$ cat src/hdl/itep_pkg.sv
// Package for the interrupt table entry parser.
// Holds result kind codes, entry type codes, list limits and the shared record types.
// No dependencies.
package itep_pkg;

	// List capacities
	localparam int MAX_CPUS     = 64;
	localparam int MAX_IO_CTRLS = 16;
	localparam int MAX_REMAPS   = 16;

	// Counter widths and the largest value each can hold
	localparam int CPU_CNT_W  = 7;
	localparam int LIST_CNT_W = 5;
	localparam int CPU_CNT_MAX  = (1 << CPU_CNT_W) - 1;
	localparam int LIST_CNT_MAX = (1 << LIST_CNT_W) - 1;

	// A list is full at the smaller of its capacity and its counter range
	localparam logic [CPU_CNT_W-1:0] CPU_LIMIT =
		CPU_CNT_W'((MAX_CPUS < CPU_CNT_MAX) ? MAX_CPUS : CPU_CNT_MAX);
	localparam logic [LIST_CNT_W-1:0] CTRL_LIMIT =
		LIST_CNT_W'((MAX_IO_CTRLS < LIST_CNT_MAX) ? MAX_IO_CTRLS : LIST_CNT_MAX);
	localparam logic [LIST_CNT_W-1:0] REMAP_LIMIT =
		LIST_CNT_W'((MAX_REMAPS < LIST_CNT_MAX) ? MAX_REMAPS : LIST_CNT_MAX);

	// Captured field bytes: entry bytes 2..15
	localparam int FIELD_BYTES = 14;

	// Entry type bytes
	localparam logic [7:0] TYPE_LCPU  = 8'd0;
	localparam logic [7:0] TYPE_IOC   = 8'd1;
	localparam logic [7:0] TYPE_OVR   = 8'd2;
	localparam logic [7:0] TYPE_X2CPU = 8'd9;

	// Minimum entry lengths per type
	localparam logic [7:0] LEN_LCPU  = 8'd8;
	localparam logic [7:0] LEN_IOC   = 8'd12;
	localparam logic [7:0] LEN_OVR   = 8'd10;
	localparam logic [7:0] LEN_X2CPU = 8'd16;

	// Smallest legal length: type byte plus length byte
	localparam logic [7:0] LEN_HEADER = 8'd2;

	// Result kinds
	typedef enum logic [2:0] {
		KIND_END   = 3'd0,
		KIND_LCPU  = 3'd1,
		KIND_X2CPU = 3'd2,
		KIND_IOC   = 3'd3,
		KIND_OVR   = 3'd4,
		KIND_STOP  = 3'd5
	} kind_t;

	// Per-byte outcome from the entry assembler
	typedef struct packed {
		logic        emit;
		logic        done;
		kind_t       kind;
		logic [31:0] unit_id;
		logic [31:0] firmware_uid;
		logic [31:0] address_or_pin;
		logic [31:0] pin_base;
		logic [31:0] entry_flags;
		logic        usable;
	} entry_rec_t;

	// List bookkeeping for the same byte
	typedef struct packed {
		logic [5:0]           slot;
		logic                 overflow;
		logic [CPU_CNT_W-1:0] cpu_total;
		logic [CPU_CNT_W-1:0] usable_total;
	} count_res_t;

endpackage

$ cat src/hdl/itep_assembler.sv
// Entry assembler: tracks position in the current entry, captures field bytes
// and decodes a completed entry into a record. Uses itep_pkg.
module itep_assembler import itep_pkg::*; (
	input  logic       clk,
	input  logic       arst_n,
	input  logic       step,
	input  logic [7:0] table_byte,
	input  logic       last,
	output entry_rec_t rec
);

	logic [7:0] pos_q;
	logic [7:0] type_q;
	logic [7:0] len_q;
	logic       halted_q;
	logic [7:0] field_q [FIELD_BYTES];

	logic [7:0] view [FIELD_BYTES];
	logic [7:0] idx;
	logic [8:0] pos_inc;
	logic [7:0] len_eff;
	logic       in_fields;
	logic       complete;
	logic       short_len;
	logic       is_lcpu, is_x2, is_ioc, is_ovr, record;

	assign idx       = pos_q - 8'd2;
	assign pos_inc   = {1'b0, pos_q} + 9'd1;
	assign in_fields = !halted_q && (pos_q >= 8'd2);
	assign len_eff   = (pos_q == 8'd1) ? table_byte : len_q;

	// Field view with the incoming byte merged in
	always_comb begin
		for (int i = 0; i < FIELD_BYTES; i++) begin
			view[i] = (in_fields && idx == 8'(i)) ? table_byte : field_q[i];
		end
	end

	// Entry end and malformed length detection
	assign short_len = !halted_q && (pos_q == 8'd1) && (table_byte < LEN_HEADER);
	assign complete  = !halted_q &&
		(((pos_q == 8'd1) && (table_byte == LEN_HEADER)) ||
		 (in_fields && (pos_inc >= {1'b0, len_q})));

	assign is_lcpu = (type_q == TYPE_LCPU)  && (len_eff >= LEN_LCPU);
	assign is_x2   = (type_q == TYPE_X2CPU) && (len_eff >= LEN_X2CPU);
	assign is_ioc  = (type_q == TYPE_IOC)   && (len_eff >= LEN_IOC);
	assign is_ovr  = (type_q == TYPE_OVR)   && (len_eff >= LEN_OVR);
	assign record  = complete && (is_lcpu || is_x2 || is_ioc || is_ovr);

	// Record decode
	always_comb begin
		rec = '0;
		rec.emit = record || short_len || last;
		rec.done = last;
		rec.kind = KIND_END;
		if (short_len) begin
			rec.kind = KIND_STOP;
		end else if (record) begin
			if (is_lcpu) begin
				rec.kind         = KIND_LCPU;
				rec.firmware_uid = {24'd0, view[0]};
				rec.unit_id      = {24'd0, view[1]};
				rec.entry_flags  = {view[5], view[4], view[3], view[2]};
				rec.usable       = view[2][0];
			end else if (is_x2) begin
				rec.kind         = KIND_X2CPU;
				rec.unit_id      = {view[5], view[4], view[3], view[2]};
				rec.entry_flags  = {view[9], view[8], view[7], view[6]};
				rec.firmware_uid = {view[13], view[12], view[11], view[10]};
				rec.usable       = view[6][0];
			end else if (is_ioc) begin
				rec.kind           = KIND_IOC;
				rec.unit_id        = {24'd0, view[0]};
				rec.address_or_pin = {view[5], view[4], view[3], view[2]};
				rec.pin_base       = {view[9], view[8], view[7], view[6]};
			end else begin
				rec.kind           = KIND_OVR;
				rec.unit_id        = {24'd0, view[1]};
				rec.address_or_pin = {view[5], view[4], view[3], view[2]};
				rec.entry_flags    = {16'd0, view[7], view[6]};
			end
		end
	end

	// Entry tracking state
	always_ff @(posedge clk or negedge arst_n) begin
		if (!arst_n) begin
			pos_q    <= '0;
			type_q   <= '0;
			len_q    <= '0;
			halted_q <= 1'b0;
		end else if (step) begin
			if (!halted_q) begin
				if (pos_q == 8'd0) begin
					type_q <= table_byte;
					pos_q  <= 8'd1;
				end else if (pos_q == 8'd1) begin
					len_q <= table_byte;
					if (table_byte < LEN_HEADER) begin
						halted_q <= 1'b1;
					end else if (table_byte == LEN_HEADER) begin
						pos_q <= 8'd0;
					end else begin
						pos_q <= 8'd2;
					end
				end else if (complete) begin
					pos_q <= 8'd0;
				end else begin
					pos_q <= pos_inc[7:0];
				end
			end
			if (last) begin
				pos_q    <= 8'd0;
				halted_q <= 1'b0;
			end
		end
	end

	// Field byte capture
	always_ff @(posedge clk) begin
		if (step) begin
			for (int i = 0; i < FIELD_BYTES; i++) begin
				field_q[i] <= view[i];
			end
		end
	end

endmodule

$ cat src/hdl/itep_counter.sv
// List counters: assigns slots, flags full lists and keeps processor totals.
// Uses itep_pkg.
module itep_counter import itep_pkg::*; (
	input  logic       clk,
	input  logic       arst_n,
	input  logic       step,
	input  entry_rec_t rec,
	output count_res_t res
);

	logic [CPU_CNT_W-1:0]  cpu_q, usable_q, cpu_d, usable_d;
	logic [LIST_CNT_W-1:0] ctrl_q, remap_q, ctrl_d, remap_d;
	logic                  is_cpu, is_ioc, is_ovr;

	assign is_cpu = rec.emit && (rec.kind == KIND_LCPU || rec.kind == KIND_X2CPU);
	assign is_ioc = rec.emit && (rec.kind == KIND_IOC);
	assign is_ovr = rec.emit && (rec.kind == KIND_OVR);

	// Slot assignment and full check
	always_comb begin
		cpu_d        = cpu_q;
		usable_d     = usable_q;
		ctrl_d       = ctrl_q;
		remap_d      = remap_q;
		res.slot     = '0;
		res.overflow = 1'b0;
		if (is_cpu) begin
			if (cpu_q >= CPU_LIMIT) begin
				res.overflow = 1'b1;
			end else begin
				res.slot = cpu_q[5:0];
				cpu_d    = cpu_q + 1'b1;
				if (rec.usable) begin
					usable_d = usable_q + 1'b1;
				end
			end
		end else if (is_ioc) begin
			if (ctrl_q >= CTRL_LIMIT) begin
				res.overflow = 1'b1;
			end else begin
				res.slot = 6'(ctrl_q);
				ctrl_d   = ctrl_q + 1'b1;
			end
		end else if (is_ovr) begin
			if (remap_q >= REMAP_LIMIT) begin
				res.overflow = 1'b1;
			end else begin
				res.slot = 6'(remap_q);
				remap_d  = remap_q + 1'b1;
			end
		end
		res.cpu_total    = cpu_d;
		res.usable_total = usable_d;
	end

	// Counter registers
	always_ff @(posedge clk or negedge arst_n) begin
		if (!arst_n) begin
			cpu_q    <= '0;
			usable_q <= '0;
			ctrl_q   <= '0;
			remap_q  <= '0;
		end else if (step) begin
			cpu_q    <= cpu_d;
			usable_q <= usable_d;
			ctrl_q   <= ctrl_d;
			remap_q  <= remap_d;
		end
	end

endmodule

$ cat src/hdl/interrupt_table_entry_parser.sv
// Top level of the interrupt table entry parser: input register, entry
// assembler, list counters and result register. Uses itep_pkg, itep_assembler, itep_counter.
//
//  channel  | handshake           | payload
//  ---------+---------------------+---------------------------------------------
//  input    | in_valid, in_stall  | table_byte, last
//  result   | out_valid,out_stall | kind, slot, unit_id, firmware_uid,
//           |                     | address_or_pin, pin_base, entry_flags,
//           |                     | usable, overflow, done_res, cpu_total,
//           |                     | usable_total
//
// One byte per cycle sustained while out_stall is low. A result is registered as its
// byte leaves the input register; only recognised entries, bad lengths and last bytes give one.
// Reset clears entry position, halt flag and all list counts.
// A stalled result holds the output register and the input register; the
// input stalls only while both are occupied.
module interrupt_table_entry_parser import itep_pkg::*; (
	input  logic        clk,
	input  logic        arst_n,
	input  logic        in_valid,
	output logic        in_stall,
	input  logic [7:0]  table_byte,
	input  logic        last,
	output logic        out_valid,
	input  logic        out_stall,
	output logic [2:0]  kind,
	output logic [5:0]  slot,
	output logic [31:0] unit_id,
	output logic [31:0] firmware_uid,
	output logic [31:0] address_or_pin,
	output logic [31:0] pin_base,
	output logic [31:0] entry_flags,
	output logic        usable,
	output logic        overflow,
	output logic        done_res,
	output logic [6:0]  cpu_total,
	output logic [6:0]  usable_total
);

	logic       valid_s1;
	logic [7:0] byte_s1;
	logic       last_s1;
	logic       advance, step, accept;
	entry_rec_t rec;
	count_res_t cnt;

	logic        valid_s2;
	entry_rec_t  rec_s2;
	count_res_t  cnt_s2;

	// Handshake: the byte in the input register moves on when the result register is empty or not stalled
	assign advance  = !valid_s2 || !out_stall;
	assign step     = valid_s1 && advance;
	assign in_stall = valid_s1 && !advance;
	assign accept   = in_valid && !in_stall;

	// Input register
	always_ff @(posedge clk or negedge arst_n) begin
		if (!arst_n) begin
			valid_s1 <= 1'b0;
		end else if (accept) begin
			valid_s1 <= 1'b1;
		end else if (step) begin
			valid_s1 <= 1'b0;
		end
	end

	always_ff @(posedge clk) begin
		if (accept) begin
			byte_s1 <= table_byte;
			last_s1 <= last;
		end
	end

	itep_assembler u_assembler (
		.clk        (clk),
		.arst_n     (arst_n),
		.step       (step),
		.table_byte (byte_s1),
		.last       (last_s1),
		.rec        (rec)
	);

	itep_counter u_counter (
		.clk    (clk),
		.arst_n (arst_n),
		.step   (step),
		.rec    (rec),
		.res    (cnt)
	);

	// Result register
	always_ff @(posedge clk or negedge arst_n) begin
		if (!arst_n) begin
			valid_s2 <= 1'b0;
		end else if (advance) begin
			valid_s2 <= step && rec.emit;
		end
	end

	always_ff @(posedge clk) begin
		if (step && rec.emit) begin
			rec_s2 <= rec;
			cnt_s2 <= cnt;
		end
	end

	assign out_valid      = valid_s2;
	assign kind           = rec_s2.kind;
	assign slot           = cnt_s2.slot;
	assign unit_id        = rec_s2.unit_id;
	assign firmware_uid   = rec_s2.firmware_uid;
	assign address_or_pin = rec_s2.address_or_pin;
	assign pin_base       = rec_s2.pin_base;
	assign entry_flags    = rec_s2.entry_flags;
	assign usable         = rec_s2.usable;
	assign overflow       = cnt_s2.overflow;
	assign done_res       = rec_s2.done;
	assign cpu_total      = cnt_s2.cpu_total;
	assign usable_total   = cnt_s2.usable_total;

endmodule
$ cat config.mk
export PLATFORM = sky130hd
export DESIGN_NAME = interrupt_table_entry_parser
export DESIGN_NICKNAME = d
export VERILOG_FILES = /design/src/hdl/itep_pkg.sv /design/src/hdl/itep_assembler.sv /design/src/hdl/itep_counter.sv /design/src/hdl/interrupt_table_entry_parser.sv
export SDC_FILE = /design/constraint.sdc
export NUM_CORES = 1
export LEC_CHECK = 0
export BUFFER_PORTS_ARGS = -buffer_cell sky130_fd_sc_hd__buf_2
export CAP_MARGIN = 30
export CORE_ASPECT_RATIO = 2
export CORE_MARGIN = 8
export CORE_UTILIZATION = 60
export CTS_CLUSTER_SIZE = 10
export DETAILED_ROUTE_END_ITERATION = 8
export PLACE_DENSITY_LB_ADDON = 0.08
export SYNTH_ARGS = -nofsm -noshare
export SYNTH_HDL_FRONTEND = slang
export SYNTH_SLANG_ARGS = --single-unit
$ cat constraint.sdc
create_clock -name clk -period 26.5 [get_ports clk]
set_input_delay 3.975 -clock clk [delete_from_list [all_inputs] [get_ports clk]]
set_output_delay 3.975 -clock clk [all_outputs]
set_load 0.005 [all_outputs]
==> impl_metrics.csv, run 1 <==
group,metric,value,unit
cts,insertion_delay,0.53,ns
routing,drt-pass1-iter-count,5,
setup_path,start_kind,"input pin",
finish,layout-drive-gt1-share,0.245,
routing,wl_per_cell,22.0,um
finish,fin_cells,1735,
cts,cts_hold_buf,0,
finish,num_antenna_cells,0,
worst_hold_path,hold_end,"u_counter.usable_q[6]$_DFFE_PN0P_",
sta,slew_violations,0,
logic_synthesis,synth_edf_count,307,
power_and_ir_drop,p_leak,7.39,nW
finish,area_growth,16.0,%
routing,wl,38100,um
setup_path,crit_chain,"buf_2 -> nand3_1 -> inv_1 -> buf_2",
floorplanning,die_w,131,um
global_route,grt.total_usage,0.241,
cts,cts_tree,"yes",
logic_synthesis,synth_cells,1177,
cts,cts_sinks,358,
logic_synthesis,synth-xor-area-share,0.0178,
logic_synthesis,synth_flop_cell,"edfxtp_1",
setup_path,path_delay_family,"buffers and inverters",
logic_synthesis,synth.net_count,1212,
setup_path,worstPathArrival,4.35,ns
setup_path,crit_path_end_kind,"primary output",
sta,rsz0062_at_grt,"no",
cts,cts_made_buffers,41,
sta,setup-tns-final,0,ns
sta,fin_crit,8.32,ns
setup_path,path_max_fanout,3,
setup_path,r2r-end,"unit_id[6]$_SDFFCE_PP0P_",
logic_synthesis,synth.avg_cell_area,13.4,um2
logic_synthesis,yosys.area_share.simple,0.0954,
global_route,grt_overflow,0,
cts,cts_resized,0,
floorplanning,die_area,0.0320,mm2
setup_path,crit_slowest_cell,"buf_2",
sta,tightest_slew,1.06,ns
floorplanning,start_util,0.605,
finish,mostFrequentLayoutCells,"307 x edfxtp_1, 200 x buf_2, 148 x nor2_1",
logic_synthesis,synth_top_area_cell,"edfxtp_1",
cts,h-tree-depth,2,
global_route,grt_max_degree,76,
routing,vias,10300,
finish,final_nets,1412,
setup_path,worst_path_largest_cell_delay,0.12,ns
setup_path,cp.buffers_inverters,3,
global_route,grt_pass1_vias,10500,
worst_hold_path,hold_start,"u_counter.usable_q[6]$_DFFE_PN0P_",
logic_synthesis,ys_seq_area_frac,0.666,
global_route,antenna_found_initial,0,
cts,clock-root-buffer,"clkbuf_16",
logic_synthesis,synth_cell_types,68,
setup_path,r2r_cells,15,
place,dp.cells,1676,
logic_synthesis,synthArstFlopShare,0.142,
sta,fmax,0.120,GHz
sta,setup_viol,0,
setup_path,crit_top_cell,"buf_2",
place,port_buffers,200,
place,gp_congestion,0.905,
floorplanning,fp.dieH,245,um
logic_synthesis,synth_area_leaders,"edfxtp_1 58%, dfrtp_1 8.1%, mux2i_1 4.0%",
cts,path_clk_slew,0.05,ns
cts,post-cts-setup-buffers,0,
setup_path,rrSetupSlack,21.81,ns
logic_synthesis,synthAdderAreaFrac,0.0175,
sta,period_share,0.314,
power_and_ir_drop,p_total,1.33,mW
logic_synthesis,synth_top_area_frac,0.585,
place,place_hpwl,25200,um
worst_hold_path,min_path_type,"register to register",
setup_path,critical_path_class,"input pin to primary output",
logic_synthesis,synth_compound_area_frac,0.0806,
power_and_ir_drop,powerDensity,72.7,mW/mm2
logic_synthesis,yosys_warnings,0,
finish,fin_util,0.702,
routing,routed_via_density,5.93,
setup_path,crit_required,22.52,ns
floorplanning,design.core.area,0.0261,mm2
sta,worst_clock_skew,0.0130,ns
run,drv_cap,0,
logic_synthesis,synth_top_family_by_area,"simple AND/OR/NAND/NOR gates",
floorplanning,io_pins,201,
logic_synthesis,synth_seq_cells,358,
routing,drc,0,
outcome,status,"complete, no violations",
setup_path,crit-reg2reg-launch,"u_assembler.pos_q[1]$_DFFE_PN0P_",
global_route,grt_pass1_wl,58900,um
cts,clk_path_buf_depth,3,
worst_hold_path,hold_depth,1,
power_and_ir_drop,ir_drop,53.3,uV
logic_synthesis,syn_area,0.0158,mm2
floorplanning,rows,84,
routing,drtIter0Drc,834,
sta,relSlewSlack,0.288,
sta,hold_viol_final,0,
finish,final_common_cell,"edfxtp_1",
logic_synthesis,synth.area.mux_share,0.0800,
routing,drtAntennaViolNets,0,
[Yosys cell counts, types with 6 or more instances]
| master | n |
|---|---|
| buf_2 | 15 |
| o22a_1 | 35 |
| nand3_1 | 24 |
| inv_1 | 103 |
| mux2i_1 | 63 |
| a22o_1 | 7 |
| a21o_1 | 10 |
| nor2_1 | 149 |
| nand2_1 | 33 |
| nand4_1 | 11 |
| o21ai_0 | 29 |
| edfxtp_1 | 307 |
| o211ai_1 | 6 |
| ha_1 | 22 |
| a2bb2oi_1 | 8 |
| mux2_2 | 56 |
| o2111ai_1 | 10 |
| o21ai_1 | 6 |
| clkbuf_1 | 42 |
| a21oi_1 | 19 |
| nor3_1 | 21 |
| and3_1 | 9 |
| xnor2_1 | 28 |
| and2_1 | 7 |
| dfrtp_1 | 51 |
| nor2b_1 | 28 |
[logic make-up after synthesis]
family,count (synthesis)
flip-flops,358
AND/OR/NAND/NOR,310
AO/OA/AOI/OAI,169
buffers and inverters,167
multiplexers,119
XOR/XNOR,32
adder cells (fa/ha/maj),22
[layout make-up]
class / count / area, um2
Timing Repair Buffer: 221 / 1210
Clock inverter: 1 / 16.3
Inverter: 103 / 389
Fill cell: 1864 / 7770
Multi-Input combinational cell: 652 / 4640
Tap cell: 344 / 430
Clock buffer: 56 / 1100
Sequential cell: 358 / 10500
[worst max path at each step]
stage | start | endpoint | slack (ns) | depth (start not counted)
2_1_floorplan | out_stall | address_or_pin[0]$_SDFFCE_PP0P_ | 13.82 | 3
3_3_place_gp | out_stall | in_stall | 18.17 | 4
3_5_place_dp | out_stall | in_stall | 18.17 | 4
4_1_cts | out_stall | in_stall | 18.17 | 4
5_1_grt | out_stall | in_stall | 18.15 | 4
6_report | out_stall | in_stall | 18.18 | 4
[metrics by stage]
stage               setup WS (ns)  instance area, um2  hold slack, ns
floorplan                   13.82               15800           0.450
global placement            18.17               17100           0.464
detailed placement          18.17               17100           0.489
CTS                         18.17               18300           0.501
global route                18.15               18300           0.516
finish                      18.18               18300           0.505
[registers in the layout (all words and copies together), names as in the netlist, 6 cells and up]
signal	flops
u_assembler.field_q	112
u_counter.usable_q	7
cpu_total	7
entry_flags	32
byte_s1	8
firmware_uid	32
u_counter.cpu_q	7
address_or_pin	32
unit_id	32
usable_total	7
u_assembler.type_q	8
pin_base	32
slot	6
u_assembler.pos_q	8
u_assembler.len_q	8
[worst reg2reg max path: cells and delay by family (launching register included)]
kind	cells	cell delay, ns
flops	1	0.52
simple gates	4	1.22
compound gates	6	0.91
fa+ha+maj	2	0.69
buf+inv	3	1.06
[power breakdown]
group | switching (mW) | internal [mW]
sequential | 0.0279 | 0.665
combinational | 0.0906 | 0.0536
clock | 0.205 | 0.286
total | 0.324 | 1.01
[per-layer routing]
layer  wire length, um  GRT usage  part of all wire
met1             15300      0.315              0.40
met2             18600      0.387              0.49
met3              2760     0.0437             0.073
met4              1390      0.103             0.036
met5                 0          0                 0
(Power assumes the default switching activity.)
==> run 2, diff against run 1 <==
CORE_UTILIZATION = 58   (was 60)
clock period = 7.9 ns   (was 26.5 ns; I/O delays follow)
==> run 2 against run 1 <==
  * Register-to-register slack worse by 18 ns
  * Global-route usage is 0.13 points higher
  * Clock skew is 0.010 ns higher
  * Critical path depth is 5 higher
  * Sequential share of layout area is 0.063 points higher
  * Combinational power grew to 3.4 times the previous value
  * Critical endpoint is now firmware_uid[30]$_SDFFCE_PP0P_
  * Largest cell class unchanged
  * Largest power group unchanged
==> impl_metrics.csv, run 2 (same netlist as run 1, synthesis figures left out) <==
group,metric,value,unit
outcome,status,"complete, no violations",
floorplanning,design.core.area,0.0268,mm2
place,gp_congestion,0.912,
setup_path,r2r-end,"firmware_uid[30]$_SDFFCE_PP0P_",
floorplanning,die_area,0.0330,mm2
sta,timing.hold.ws,0.491,ns
global_route,grt.total_usage,0.243,
sta,setup_viol,0,
worst_hold_path,hold_end,"u_assembler.len_q[1]$_DFFE_PN0P_",
cts,cts_tree,"yes",
floorplanning,fp.dieH,249,um
cts,clock-root-buffer,"clkbuf_16",
sta,setup-tns-final,0,ns
cts,insertion_delay,0.55,ns
routing,drc,0,
sta,hold_viol_final,0,
finish,largest_reg_flops,112,
global_route,grt_pass1_wl,61900,um
cts,clk_path_buf_depth,3,
setup_path,crit_slowest_cell,"edfxtp_1",
cts,cts_made_buffers,41,
sta,tightest_slew,0.971,ns
routing,drtAntennaViolNets,0,
routing,routed_via_density,5.89,
sta,rsz0062_at_grt,"no",
setup_path,critical_path_class,"register to register",
finish,final_nets,1413,
place,place_hpwl,27500,um
finish,area_growth,15.9,%
global_route,antenna_found_initial,0,
cts,path_clk_slew,0.06,ns
setup_path,cp.buffers_inverters,2,
setup_path,r2r_cells,9,
worst_hold_path,min_path_type,"register to register",
setup_path,start_kind,"register",
finish,num_antenna_cells,0,
setup_path,crit_path_end_kind,"register",
sta,relSlewSlack,0.352,
run,drv_cap,0,
routing,wl,40100,um
routing,vias,10300,
place,port_buffers,200,
power_and_ir_drop,p_leak,7.38,nW
global_route,grt_overflow,0,
routing,wl_per_cell,23.0,um
setup_path,crit-reg2reg-launch,"byte_s1[5]$_DFFE_PP_",
sta,fin_crit,4.55,ns
routing,drtIter0Drc,817,
cts,cts_resized,0,
floorplanning,start_util,0.588,
floorplanning,io_pins,201,
setup_path,rrSetupSlack,3.35,ns
setup_path,path_max_fanout,44,
floorplanning,die_w,133,um
sta,worst_clock_skew,0.0234,ns
setup_path,worst_path_largest_cell_delay,0.78,ns
setup_path,path_delay_family,"simple AND/OR/NAND/NOR gates",
sta,period_share,0.576,
floorplanning,rows,85,
finish,final_common_cell,"edfxtp_1",
routing,drt-pass1-iter-count,8,
worst_hold_path,hold_depth,2,
cts,post-cts-setup-buffers,0,
setup_path,worstPathArrival,4.93,ns
finish,mostFrequentLayoutCells,"307 x edfxtp_1, 201 x buf_2, 148 x nor2_1",
finish,largest_register,"u_assembler.field_q",
setup_path,crit_chain,"nor4_1 -> nand4_1 -> o311ai_4 -> buf_4 -> nand2_1 -> a21o_1 -> nand2b_2 -> buf_12 -> nor2b_1",
cts,cts_hold_buf,0,
cts,cts_sinks,358,
cts,h-tree-depth,2,
sta,slew_violations,0,
power_and_ir_drop,powerDensity,245,mW/mm2
finish,layout-drive-gt1-share,0.246,
finish,fill_cells,1976,
setup_path,crit_required,8.28,ns
power_and_ir_drop,ir_drop,166,uV
sta,fmax,0.220,GHz
global_route,grt_max_degree,77,
global_route,grt_pass1_vias,10800,
worst_hold_path,hold_start,"u_assembler.len_q[1]$_DFFE_PN0P_",
## run 2: cell types whose count changed in the layout (fill, tap and decap cells not counted), sizes merged
cell and change:
buf +2, inv +1, clkbuf -2, clkinv +1
## run 2: cell type report
cell class                 instances  area [um2]  share of cell area
sequential                       358       10500               0.574
multi-input combinational        652        4640               0.254
timing repair buffer             222        1180              0.0646
clock buffer                      55        1090              0.0596
tap                              348         435              0.0238
inverter                         103         389              0.0213
clock inverter                     3        41.3             0.00226
## run 2: worst reg2reg max path, delay by kind of cell (launching register included)
family	cells	cell delay, ns
compound gates	2	0.60
simple gates	5	2.19
flops	1	0.78
buf+inv	2	0.81
## run 2: routing by layer
| layer | track usage | part of all wire |
|---|---|---|
| met5 | 0 | 0 |
| met4 | 0.153 | 0.058 |
| met3 | 0.0412 | 0.054 |
| met2 | 0.452 | 0.55 |
| met1 | 0.242 | 0.34 |
## run 2: stage by stage
stage	setup slack, ns	cell area, um2	cells	util	power, mW
after floorplan	0.0447	15800	1177	-	2.66
after CTS	3.39	18300	1741	0.682	4.50
after global routing	2.98	18300	1741	0.682	4.63
after detailed placement	3.42	17100	1683	0.640	2.84
after global placement	3.34	17100	1678	0.638	2.83
final	3.35	18300	1741	0.682	4.48
## run 2: power by group
part	switching [mW]	leakage, nW	internal [mW]	total, mW
Combinational	0.310	3.22	0.175	0.486
Sequential	0.0909	3.61	2.23	2.32
Clock	0.714	0.546	0.954	1.67
## run 2: how the worst max path moves through the flow
stage,start,endpoint,slack [ns],depth (start not counted)
after floorplan,u_assembler.pos_q[1]$_DFFE_PN0P_,address_or_pin[0]$_SDFFCE_PP0P_,0.04,14
after global placement,byte_s1[6]$_DFFE_PP_,firmware_uid[30]$_SDFFCE_PP0P_,3.34,8
after detailed placement,byte_s1[6]$_DFFE_PP_,address_or_pin[12]$_SDFFCE_PP0P_,3.42,10
after CTS,u_assembler.pos_q[0]$_DFFE_PN0P_,address_or_pin[12]$_SDFFCE_PP0P_,3.39,14
after global routing,u_assembler.pos_q[0]$_DFFE_PN0P_,address_or_pin[12]$_SDFFCE_PP0P_,2.98,14
final,byte_s1[5]$_DFFE_PP_,firmware_uid[30]$_SDFFCE_PP0P_,3.35,9
==> run 3, diff against run 2 <==
CORE_UTILIZATION = 52   (was 58)
clock period = 4 ns   (was 7.9 ns; I/O delays follow)
==> run 3 against run 2 <==
  * Non-clock buffer count increased by 55
  * Routed wire length increased by 8.6%
  * Worst hold slack got worse by 0.37 ns
  * Setup slack got worse by 3.2 ns
  * Core utilization decreased by 5.5 points
  * Die area increased by 10%
  * Clock power increased by 100%
  * Register-to-register slack got worse by 3.2 ns
  * Clock skew decreased by 0.010 ns
  * Sequential cell count unchanged
  * Sequential power increased by 97%
==> impl_metrics.csv, run 3 (same netlist as run 1, synthesis figures left out) <==
group,metric,value,unit
routing,drtIter0Drc,619,
cts,post-cts-setup-buffers,0,
sta,tightest_slew,0.884,ns
floorplanning,io_pins,201,
finish,area_growth,19.5,%
floorplanning,start_util,0.524,
global_route,grt_pass1_vias,11000,
global_route,grt_pass1_wl,66200,um
worst_hold_path,min_path_type,"input pin to async pin",
sta,timing.hold.ws,0.125,ns
sta,rsz0062_at_grt,"no",
sta,period_share,0.954,
routing,vias,10400,
finish,final_nets,1468,
cts,cts_hold_buf,0,
place,gp_congestion,0.933,
setup_path,crit_required,4.27,ns
cts,clk_path_buf_depth,3,
outcome,status,"complete, no violations",
global_route,grt_use_met2,0.474,
routing,wl_per_cell,24.0,um
routing,drtAntennaViolNets,0,
setup_path,crit_path_end_kind,"register",
power_and_ir_drop,p_leak,7.69,nW
floorplanning,die_w,139,um
cts,clock-root-buffer,"clkbuf_16",
cts,path_clk_slew,0.06,ns
finish,largest_register,"u_assembler.field_q",
floorplanning,fp.dieH,262,um
finish,num_antenna_cells,0,
power_and_ir_drop,ir_drop,383,uV
routing,drt-pass1-iter-count,7,
finish,largest_reg_flops,112,
global_route,grt_max_degree,55,
finish,fin_util,0.627,
sta,fmax,0.262,GHz
routing,routed_via_density,5.73,
run,drv_cap,0,
global_route,antenna_found_initial,0,
finish,mostFrequentLayoutCells,"307 x edfxtp_1, 200 x buf_2, 147 x nor2_1",
cts,cts_tree,"yes",
setup_path,worst_path_largest_cell_delay,0.73,ns
place,port_buffers,200,
cts,h-tree-depth,2,
global_route,use_met1,0.228,
cts,cts_resized,0,
setup_path,path_max_fanout,37,
sta,relSlewSlack,0.406,
place,place_hpwl,31500,um
floorplanning,rows,90,
global_route,use_met3,0.0417,
cts,cts_sinks,358,
routing,wl,43600,um
sta,setup_viol,0,
power_and_ir_drop,powerDensity,477,mW/mm2
routing,drc,0,
floorplanning,die_area,0.0365,mm2
sta,hold_viol_final,0,
setup_path,critical_path_class,"register to register",
global_route,grt_overflow,0,
global_route,grt.total_usage,0.240,
global_route,grt_busiest_layer,"met2",
sta,slew_violations,0,
sta,worst_clock_skew,0.0130,ns
cts,cts_made_buffers,41,
setup_path,worstPathArrival,4.09,ns
setup_path,crit_chain,"nor4_1 -> nand4_1 -> a221oi_2 -> o211a_1 -> nor2_4 -> nor3_2 -> nor2_4 -> buf_12 -> buf_12",
sta,fin_crit,3.81,ns
finish,layout-drive-gt1-share,0.280,
finish,final_common_cell,"edfxtp_1",
setup_path,start_kind,"register",
cts,insertion_delay,0.54,ns
setup_path,crit_slowest_cell,"nor4_1",
floorplanning,design.core.area,0.0301,mm2
run 3: cell types whose count changed in the layout (fill, tap and decap cells not counted), moves of 2 or more:
cell | previous run | this run
buf_4 | 18 | 69
buf_12 | 1 | 8
clkbuf_16 | 41 | 43
clkinv_8 | 2 | 0
run 3: area by class of cell:
type                            instances  area [um2]
Multi-Input combinational cell        652        4670
Clock inverter                          1        8.76
Fill cell                            2392       11200
Inverter                              103         389
Tap cell                              368         460
Clock buffer                           58        1140
Sequential cell                       358       10500
Timing Repair Buffer                  277        1680
run 3: where the power goes:
group	switching, mW	internal, mW	leakage [nW]
logic	0.678	0.411	3.53
registers	0.155	4.41	3.61
clock network	1.38	1.96	0.558
total	2.22	6.77	7.69
run 3: worst paths after layout:
check	start	to	slack, ns	cells after the start
min	arst_n	u_counter.usable_q[2]$_DFFE_PN0P_	0.12	1
min in group clk	table_byte[5]	byte_s1[5]$_DFFE_PP_	0.24	1
max reg2reg	byte_s1[5]$_DFFE_PP_	firmware_uid[11]$_SDFFCE_PP0P_	0.19	9
max in group asynchronous	arst_n	u_assembler.len_q[5]$_DFFE_PN0P_	3.15	2
min reg2reg	u_counter.usable_q[6]$_DFFE_PN0P_	u_counter.usable_q[6]$_DFFE_PN0P_	0.50	1
max	byte_s1[5]$_DFFE_PP_	firmware_uid[11]$_SDFFCE_PP0P_	0.19	9
run 3: through the flow:
| step | setup slack (ns) | setup TNS [ns] | power [mW] | instances | cell area, um2 |
|---|---|---|---|---|---|
| 6_report | 0.185 | 0 | 8.99 | 1817 | 18800 |
| 5_1_grt | 0.0276 | 0 | 9.30 | 1817 | 18800 |
| 4_1_cts | 0.219 | 0 | 9.06 | 1817 | 18800 |
| 3_5_place_dp | 0.227 | 0 | 5.73 | 1758 | 17700 |
| 3_3_place_gp | 0.201 | 0 | 5.71 | 1758 | 17700 |
| 2_1_floorplan | -1.37 | -255.43 | 5.25 | 1177 | 15800 |
run 3: worst max-delay path: cells and delay by family (launching register included):
kind                   cells  cell delay (ns)
buffers and inverters      2             0.37
AND/OR/NAND/NOR            5             1.68
flip-flops                 1             0.61
AO/OA/AOI/OAI              2             0.85
run 3: per-layer routing:
metal	vias up	share of wire	wire [um]
met5	-	0	0
met4	0	0.048	2070
met3	103	0.044	1910
met2	331	0.57	25000
met1	5191	0.34	14600
li1	4783	-	-
